==> config.mk <==
export PLATFORM = sky130hd
export DESIGN_NAME = lms_three_weight_trainer_top
export DESIGN_NICKNAME = d
export VERILOG_FILES = /design/src/lmstr_pkg.sv /design/src/lmstr_mul.sv /design/src/lms_three_weight_trainer_top.sv
export SDC_FILE = /design/constraint.sdc
export NUM_CORES = 2
export LEC_CHECK = 0
export ABC_AREA = 1
export BUFFER_PORTS_ARGS = -buffer_cell sky130_fd_sc_hd__clkbuf_2
export CAP_MARGIN = 10
export CORE_ASPECT_RATIO = 0.6
export CORE_UTILIZATION = 55
export CTS_BUF_LIST = sky130_fd_sc_hd__clkbuf_2 sky130_fd_sc_hd__clkbuf_4 sky130_fd_sc_hd__clkbuf_8
export DETAILED_ROUTE_END_ITERATION = 8
export GPL_TIMING_DRIVEN = 1
export PLACE_DENSITY = 0.72
export SYNTH_ARGS = -nofsm -noshare
export SYNTH_HDL_FRONTEND = slang
export SYNTH_SLANG_ARGS = --single-unit
==> constraint.sdc <==
create_clock -name clk -period 13.9 [get_ports clk]
set_input_delay 0.695 -clock clk [delete_from_list [all_inputs] [get_ports clk]]
set_output_delay 0.695 -clock clk [all_outputs]
set_load 0.02 [all_outputs]
==> src/lmstr_pkg.sv <==
`default_nettype none
// ----------------------------------------------------------------------------
// lmstr_pkg: shared types and constants for the LMS weight trainer
// Field widths, multiplier widths, command codes and saturation helpers.
// ----------------------------------------------------------------------------
package lmstr_pkg;

	localparam int NUM_WEIGHTS = 3;

	localparam int X_W    = 16;
	localparam int W_W    = 24;
	localparam int RATE_W = 16;
	localparam int CMD_W  = 2;
	localparam int CFG_IDX_W = 2;

	// shared multiplier: A is a weight, an error or rate*error; B is an input or the rate
	localparam int MUL_A_W = W_W + RATE_W + 1;
	localparam int MUL_B_W = X_W + 1;
	localparam int MUL_P_W = MUL_A_W + MUL_B_W;

	localparam int ACC_W = W_W + X_W + $clog2(NUM_WEIGHTS + 1);
	localparam int IDX_W = (NUM_WEIGHTS > 1) ? $clog2(NUM_WEIGHTS) : 1;
	localparam int CNT_W = $clog2(NUM_WEIGHTS + 1);

	localparam logic signed [W_W-1:0] W_MAX = {1'b0, {(W_W-1){1'b1}}};
	localparam logic signed [W_W-1:0] W_MIN = {1'b1, {(W_W-1){1'b0}}};

	typedef enum logic [CMD_W-1:0] {
		CMD_TRAIN   = 2'd0,
		CMD_PREDICT = 2'd1,
		CMD_LOAD    = 2'd2,
		CMD_NONE    = 2'd3
	} cmd_t;

	typedef enum logic [CFG_IDX_W-1:0] {
		REG_RATE  = 2'd0,
		REG_INIT0 = 2'd1,
		REG_INIT1 = 2'd2,
		REG_INIT2 = 2'd3
	} reg_idx_t;

	function automatic logic clip24(input logic signed [31:0] v);
		logic hi;
		logic lo;
		hi = (v > 32'(W_MAX));
		lo = (v < 32'(W_MIN));
		return hi | lo;
	endfunction

	function automatic logic signed [W_W-1:0] sat24(input logic signed [31:0] v);
		logic signed [W_W-1:0] r;
		if (v > 32'(W_MAX)) begin
			r = W_MAX;
		end else if (v < 32'(W_MIN)) begin
			r = W_MIN;
		end else begin
			r = v[W_W-1:0];
		end
		return r;
	endfunction

endpackage
`default_nettype wire

==> src/lmstr_mul.sv <==
`default_nettype none
// ----------------------------------------------------------------------------
// lmstr_mul: shared signed multiplier
// One signed product per enabled cycle, registered at the output.
// ----------------------------------------------------------------------------
module lmstr_mul
	import lmstr_pkg::*;
#(
	parameter int A_W = MUL_A_W,
	parameter int B_W = MUL_B_W
) (
	input  wire logic                     clk,
	input  wire logic                     en,
	input  wire logic signed [A_W-1:0]    a,
	input  wire logic signed [B_W-1:0]    b,
	output logic signed [A_W+B_W-1:0]     p
);

	logic signed [A_W+B_W-1:0] p_q;

	always_ff @(posedge clk) begin
		if (en) begin
			p_q <= (A_W+B_W)'(a) * (A_W+B_W)'(b);
		end
	end

	assign p = p_q;

endmodule
`default_nettype wire

==> src/lms_three_weight_trainer_top.sv <==
`default_nettype none
// ----------------------------------------------------------------------------
// lms_three_weight_trainer_top: LMS delta-rule trainer for a linear neuron
// Three Q7.16 weights, train / predict / load commands on one shared multiplier.
// ----------------------------------------------------------------------------
//  channel | handshake            | payload
//  cfg     | cfg_we               | cfg_index, cfg_data
//  in      | in_valid, in_stall   | command, x_0, x_1, x_2, target
//  out     | out_valid, out_stall | value_0..2, sum_out, error_out, saturated
//
//  Train runs DOT, ERR, RATE, COPY, STEP and FIN from accept to result, predict
//  DOT, ERR and FIN, load FIN only; all products go through one multiplier.
//  Reset clears the weights, sets the rate to 655 and empties the output.
//  in_stall is high while an item is in work or a result waits for a full
//  output register; unused command 3 is dropped with no result.
// ----------------------------------------------------------------------------
module lms_three_weight_trainer_top
	import lmstr_pkg::*;
(
	input  wire logic                    clk,
	input  wire logic                    arst_n,
	input  wire logic                    cfg_we,
	input  wire logic [CFG_IDX_W-1:0]    cfg_index,
	input  wire logic [W_W-1:0]          cfg_data,
	input  wire logic                    in_valid,
	output logic                         in_stall,
	input  wire logic [CMD_W-1:0]        command,
	input  wire logic signed [X_W-1:0]   x_0,
	input  wire logic signed [X_W-1:0]   x_1,
	input  wire logic signed [X_W-1:0]   x_2,
	input  wire logic signed [X_W-1:0]   target,
	output logic                         out_valid,
	input  wire logic                    out_stall,
	output logic signed [W_W-1:0]        value_0,
	output logic signed [W_W-1:0]        value_1,
	output logic signed [W_W-1:0]        value_2,
	output logic signed [W_W-1:0]        sum_out,
	output logic signed [W_W-1:0]        error_out,
	output logic                         saturated
);

	typedef enum logic [6:0] {
		S_IDLE = 7'b0000001,
		S_DOT  = 7'b0000010,
		S_ERR  = 7'b0000100,
		S_RATE = 7'b0001000,
		S_COPY = 7'b0010000,
		S_STEP = 7'b0100000,
		S_FIN  = 7'b1000000
	} state_t;

	localparam logic [CNT_W-1:0] CNT_LAST = CNT_W'(NUM_WEIGHTS);

	state_t                       state_q;
	logic [CNT_W-1:0]             cnt_q;
	cmd_t                         cmd_q;
	logic [RATE_W-1:0]            rate_q;
	logic signed [W_W-1:0]        init_q [NUM_WEIGHTS];
	logic signed [X_W-1:0]        x_q    [NUM_WEIGHTS];
	logic signed [W_W-1:0]        w_q    [NUM_WEIGHTS];
	logic signed [W_W-1:0]        pv_q   [NUM_WEIGHTS];
	logic signed [X_W-1:0]        tgt_q;
	logic signed [ACC_W-1:0]      acc_q;
	logic signed [W_W-1:0]        sum_q;
	logic signed [W_W-1:0]        err_q;
	logic signed [MUL_A_W-1:0]    re_q;
	logic                         flag_q;

	logic                         out_valid_q;
	logic signed [W_W-1:0]        value_q [NUM_WEIGHTS];
	logic signed [W_W-1:0]        sum_out_q;
	logic signed [W_W-1:0]        err_out_q;
	logic                         sat_out_q;

	logic                         accept;
	logic                         issue;
	logic                         mul_en;
	logic signed [MUL_A_W-1:0]    mul_a;
	logic signed [MUL_B_W-1:0]    mul_b;
	logic signed [MUL_P_W-1:0]    prod;
	logic signed [MUL_P_W-1:0]    prod_r12;
	logic signed [MUL_P_W-1:0]    prod_r28;
	logic signed [31:0]           pv_full;
	logic signed [31:0]           step_full;
	logic signed [31:0]           nw_full;
	logic signed [ACC_W-1:0]      acc_r;
	logic signed [31:0]           sum_full;
	logic signed [31:0]           err_full;
	logic                         out_free;

	assign in_stall = (state_q != S_IDLE);
	assign accept   = in_valid && !in_stall;
	assign issue    = (cnt_q != CNT_LAST);
	assign out_free = !out_valid_q || !out_stall;

	always_comb begin
		mul_en = 1'b0;
		mul_a  = '0;
		mul_b  = '0;
		case (state_q)
			S_DOT: begin
				mul_en = issue;
				mul_a  = MUL_A_W'(w_q[0]);
				mul_b  = MUL_B_W'(x_q[0]);
			end
			S_RATE: begin
				mul_en = 1'b1;
				mul_a  = MUL_A_W'(err_q);
				mul_b  = {1'b0, rate_q};
			end
			S_STEP: begin
				mul_en = issue;
				mul_a  = re_q;
				mul_b  = MUL_B_W'(x_q[0]);
			end
			default: begin
				mul_en = 1'b0;
			end
		endcase
	end

	lmstr_mul #(
		.A_W(MUL_A_W),
		.B_W(MUL_B_W)
	) u_mul (
		.clk(clk),
		.en (mul_en),
		.a  (mul_a),
		.b  (mul_b),
		.p  (prod)
	);

	always_comb begin
		prod_r12  = prod + MUL_P_W'(2048);
		pv_full   = prod_r12[43:12];
		prod_r28  = prod + (MUL_P_W'(1) <<< 27);
		step_full = 32'($signed(prod_r28[MUL_P_W-1:28]));
		nw_full   = 32'(w_q[0]) + step_full;
		acc_r     = acc_q + ACC_W'(2048);
		sum_full  = 32'($signed(acc_r[ACC_W-1:12]));
		err_full  = (32'(tgt_q) <<< 4) - sum_full;
	end

	always_ff @(posedge clk or negedge arst_n) begin
		if (!arst_n) begin
			rate_q <= RATE_W'(655);
			for (int i = 0; i < NUM_WEIGHTS; i++) begin
				init_q[i] <= '0;
			end
		end else if (cfg_we) begin
			case (reg_idx_t'(cfg_index))
				REG_RATE:  rate_q    <= cfg_data[RATE_W-1:0];
				REG_INIT0: init_q[0] <= cfg_data;
				REG_INIT1: init_q[1] <= cfg_data;
				REG_INIT2: init_q[2] <= cfg_data;
				default:   rate_q    <= rate_q;
			endcase
		end
	end

	always_ff @(posedge clk or negedge arst_n) begin
		if (!arst_n) begin
			state_q <= S_IDLE;
			cnt_q   <= '0;
			cmd_q   <= CMD_TRAIN;
			flag_q  <= 1'b0;
			for (int i = 0; i < NUM_WEIGHTS; i++) begin
				w_q[i] <= '0;
			end
		end else begin
			case (state_q)
				S_IDLE: begin
					if (accept) begin
						cmd_q  <= cmd_t'(command);
						cnt_q  <= '0;
						flag_q <= 1'b0;
						case (cmd_t'(command))
							CMD_TRAIN, CMD_PREDICT: begin
								state_q <= S_DOT;
							end
							CMD_LOAD: begin
								for (int i = 0; i < NUM_WEIGHTS; i++) begin
									w_q[i] <= init_q[i];
								end
								state_q <= S_FIN;
							end
							default: begin
								state_q <= S_IDLE;
							end
						endcase
					end
				end
				S_DOT: begin
					if (issue) begin
						for (int i = 0; i < NUM_WEIGHTS - 1; i++) begin
							w_q[i] <= w_q[i+1];
						end
						w_q[NUM_WEIGHTS-1] <= w_q[0];
					end
					if (cnt_q != '0 && cmd_q == CMD_PREDICT && clip24(pv_full)) begin
						flag_q <= 1'b1;
					end
					cnt_q <= cnt_q + 1'b1;
					if (!issue) begin
						state_q <= S_ERR;
					end
				end
				S_ERR: begin
					if (clip24(sum_full) || clip24(err_full)) begin
						flag_q <= 1'b1;
					end
					state_q <= (cmd_q == CMD_PREDICT) ? S_FIN : S_RATE;
				end
				S_RATE: begin
					state_q <= S_COPY;
				end
				S_COPY: begin
					cnt_q   <= '0;
					state_q <= S_STEP;
				end
				S_STEP: begin
					if (cnt_q != '0) begin
						for (int i = 0; i < NUM_WEIGHTS - 1; i++) begin
							w_q[i] <= w_q[i+1];
						end
						w_q[NUM_WEIGHTS-1] <= sat24(nw_full);
						if (clip24(nw_full)) begin
							flag_q <= 1'b1;
						end
					end
					cnt_q <= cnt_q + 1'b1;
					if (!issue) begin
						state_q <= S_FIN;
					end
				end
				S_FIN: begin
					if (out_free) begin
						state_q <= S_IDLE;
					end
				end
				default: begin
					state_q <= S_IDLE;
				end
			endcase
		end
	end

	always_ff @(posedge clk) begin
		if (accept) begin
			x_q[0] <= x_0;
			x_q[1] <= x_1;
			x_q[2] <= x_2;
			tgt_q  <= target;
			acc_q  <= '0;
			sum_q  <= '0;
			err_q  <= '0;
		end
		if ((state_q == S_DOT || state_q == S_STEP) && issue) begin
			for (int i = 0; i < NUM_WEIGHTS - 1; i++) begin
				x_q[i] <= x_q[i+1];
			end
			x_q[NUM_WEIGHTS-1] <= x_q[0];
		end
		if (state_q == S_DOT && cnt_q != '0) begin
			acc_q <= acc_q + prod[ACC_W-1:0];
			for (int i = 0; i < NUM_WEIGHTS - 1; i++) begin
				pv_q[i] <= pv_q[i+1];
			end
			pv_q[NUM_WEIGHTS-1] <= sat24(pv_full);
		end
		if (state_q == S_ERR) begin
			sum_q <= sat24(sum_full);
			err_q <= sat24(err_full);
		end
		if (state_q == S_COPY) begin
			re_q <= prod[MUL_A_W-1:0];
		end
	end

	always_ff @(posedge clk or negedge arst_n) begin
		if (!arst_n) begin
			out_valid_q <= 1'b0;
		end else if (state_q == S_FIN && out_free) begin
			out_valid_q <= 1'b1;
		end else if (out_valid_q && !out_stall) begin
			out_valid_q <= 1'b0;
		end
	end

	always_ff @(posedge clk) begin
		if (state_q == S_FIN && out_free) begin
			for (int i = 0; i < NUM_WEIGHTS; i++) begin
				value_q[i] <= (cmd_q == CMD_PREDICT) ? pv_q[i] : w_q[i];
			end
			sum_out_q <= sum_q;
			err_out_q <= err_q;
			sat_out_q <= flag_q;
		end
	end

	assign out_valid = out_valid_q;
	assign value_0   = value_q[0];
	assign value_1   = value_q[1];
	assign value_2   = value_q[2];
	assign sum_out   = sum_out_q;
	assign error_out = err_out_q;
	assign saturated = sat_out_q;

endmodule
`default_nettype wire

==> out/qor.csv <==
metric;value;unit
yosys_warnings;0;
leakage;0.0318;uW
min_period;9720;ps
ys_top_cells_by_area;edfxtp_1, fa_1, nand2_1;
swShare;0.456;
cts-root-buf;clkbuf_8;
hold_class;input port to register;
pwr-share-seq;0.365;
path_delay_family;adder cells;
final_nets;7913;
portBuffers;219;
synth_nets;7751;
worstPathArrival;10250;ps
grt_pass1_vias;45400;
grt_max_degree;103;
stdcell_count;8379;
max_stage_delay;640;ps
clkSinkCount;619;
post-place-ws;4360;ps
hold_viol_final;0;
coreArea;0.101;mm2
avgSynthCellArea;8.41;um2
drc_errors;0;
cp_slowest_cell;nand2_1;
initialDrtViolationCount;6110;
die_w;417;um
gp_congestion;1.01;
synth_edf_count;446;
yosysMostFrequentCell;nand2_1;
status;completed;
placed_area;0.0595;mm2
post-route-util;0.606;
p_switching;3510;uW
ys_types;56;
grt-ovfl-total;0;
rows;90;
clk_latency;810;ps
worst_slack;4180;ps
syn_area;0.0569;mm2
fmax;103;MHz
drtAntennaViolNets;0;
num_vias;47400;
clock_power_share;0.209;
drive_gt1_frac;0.0758;
finalInstanceArea;0.0615;mm2
die_h;251;um
synthFlopType;edfxtp_1;
dp_hpwl;148000;um
routed_wl;188000;um
synth_common_cells;nand2_1, inv_1, fa_1, edfxtp_1, nor2_1;
wl_per_cell;22.4;um
cts.htree.levels;3;
crit_required;14440;ps
worstSetupPathType;register to register;
tritoncts;built;
crit_fanout;44;
cap_viol_max_count;0;
clockBufferDepth;3;
syn_inst;6758;
fin_crit_sh;0.699;
dp_cells;8205;
rsz0062_at_grt;no;
cts_buffers;90;
critPathCaptureType;register;
pin_count;220;
grt_pass1_wl;284000;um
ir_worst_vdd;0.000108;V
synth_top_area_share;0.236;
crit_buf_inv;10;
area_delta_synth_final;8.13;%
antenna_found_initial;5;
setup_violations;0;
p_per_area;125;mW/mm2
synth-seq-cells;619;
ys_seq_area_frac;0.312;
die_area;0.105;mm2
p_int;4200;uW
combinationalPowerShare;0.426;
finClkSkew;68.4;ps
track_usage;0.364;
drt-vias-per-instance;5.65;
slew_viol_final;0;
cts_setup_buffers;0;
dr.pass1.iters;8;
clk_pin_slew;70;ps
max_slew_margin;0.155;
startpoint_type;register;
tns;0;ps
synth_top_area_cell;edfxtp_1;
worstMarginPinSlew;1260;ps
start_util;0.560;
async_reset_ff_frac;0.279;
worst register-to-register path, delay by kind of cell, from the launching register on:
family                     cells  cell delay, ps
and+or+nand+nor               14            3020
AOI/OAI and AO/OA              3             470
DFF                            1             430
xor gates and xnor gates       1              80
buffers and inverters         10            1940
adders and majority gates      7            3560
layout by cell type, fill, tap and decap left out, drive strengths merged, types with 18 or more instances in the layout:
cell | netlist | final
nand3 | 197 | 197
o211ai | 51 | 51
nand2 | 1669 | 1669
clkbuf | 185 | 344
buf | 27 | 63
dfrtp | 166 | 166
ha | 238 | 238
nand4 | 57 | 57
a21oi | 250 | 250
nor3 | 64 | 64
o21ai | 419 | 419
fa | 658 | 658
o21bai | 18 | 18
nor2 | 386 | 386
a31oi | 51 | 51
o21a | 29 | 29
xnor2 | 44 | 44
edfxtp | 446 | 446
inv | 1556 | 1561
clkinv | 3 | 33
a221oi | 21 | 21
xor2 | 105 | 105
mux2 | 32 | 32
final timing paths:
check | end | depth (start not counted) | slack [ps] | startpoint
hold reg to reg | pv_q[0][42] | 0 | 410 | pv_q[0][66]
min in group asynchronous | w_q[43] | 2 | 560 | arst_n
setup / recovery | u_mul.p[55] | 35 | 4180 | state_q[4]
setup reg to reg | u_mul.p[55] | 35 | 4180 | state_q[4]
max in group asynchronous | rate_q[10] | 3 | 11730 | arst_n
hold / removal | tgt_q[14] | 1 | 90 | target[14]
cell families (layout without fill, tap and decap cells):
logic type / Yosys count / after routing / share of synthesized area
other cells: 0 / 5 / 0
simple gates: 2410 / 2410 / 0.171
fa+ha+maj: 896 / 896 / 0.284
flops: 619 / 619 / 0.312
buf+inv: 1771 / 2007 / 0.118
xor+xnor: 149 / 149 / 0.0230
compound gates: 881 / 881 / 0.0866
mux: 32 / 32 / 0.00634
final cells by class:
| cell class | count | area [um2] |
|---|---|---|
| multi-input cells | 4368 | 32700 |
| clock buffers | 126 | 1570 |
| well taps | 1380 | 1730 |
| flip-flops and latches | 619 | 17700 |
| inverters | 1559 | 5850 |
| clock inverters | 40 | 350 |
| fillers | 8964 | 40000 |
| diodes | 5 | 12.5 |
| repair buffers | 282 | 1590 |
state kept, by name (all words and copies together) (netlist names), 2 cells and up:
register / count
tgt_q: 16
w_q: 72
cnt_q: 2
state_q: 7
re_q: 41
x_q: 48
init_q: 72
acc_q: 42
cmd_q: 2
value_q: 72
pv_q: 72
err_q: 24
sum_out: 24
sum_q: 24
u_mul.p: 58
error_out: 24
rate_q: 16
power groups by stage:
stage / clock network, uW / logic [uW] / registers (uW)
6_report: 1610 / 3280 / 2820
5_1_grt: 1700 / 3580 / 2840
4_1_cts: 1620 / 3190 / 2800
3_5_place_dp: 0 / 3170 / 2840
3_3_place_gp: 0 / 3150 / 2830
2_1_floorplan: 0 / 2100 / 2720
per-stage QoR:
stage               hold slack (ps)  power [uW]
floorplan                       399        4820
global placement                403        5980
detailed placement              405        6010
CTS                            25.3        7620
global route                   62.9        8120
finish                         94.0        7720
what timing repair did:
| action | in CTS | in global routing |
|---|---|---|
| hold buffers | 1 | 0 |
| gates resized for setup | 0 | 0 |
| endpoints found under the hold margin | 35 | 0 |
| endpoints found under the setup margin | 0 | 0 |
layer usage:
metal  routed length (um)  global-route usage  vias to the layer above
met3                27500               0.120                      233
li1                     -                   -                    21300
met4                 3400              0.0730                        6
met1                86400               0.589                    23000
met2                70500               0.464                     2810
met5                   34                   0                        -
Power figures use the tool's default switching activity.
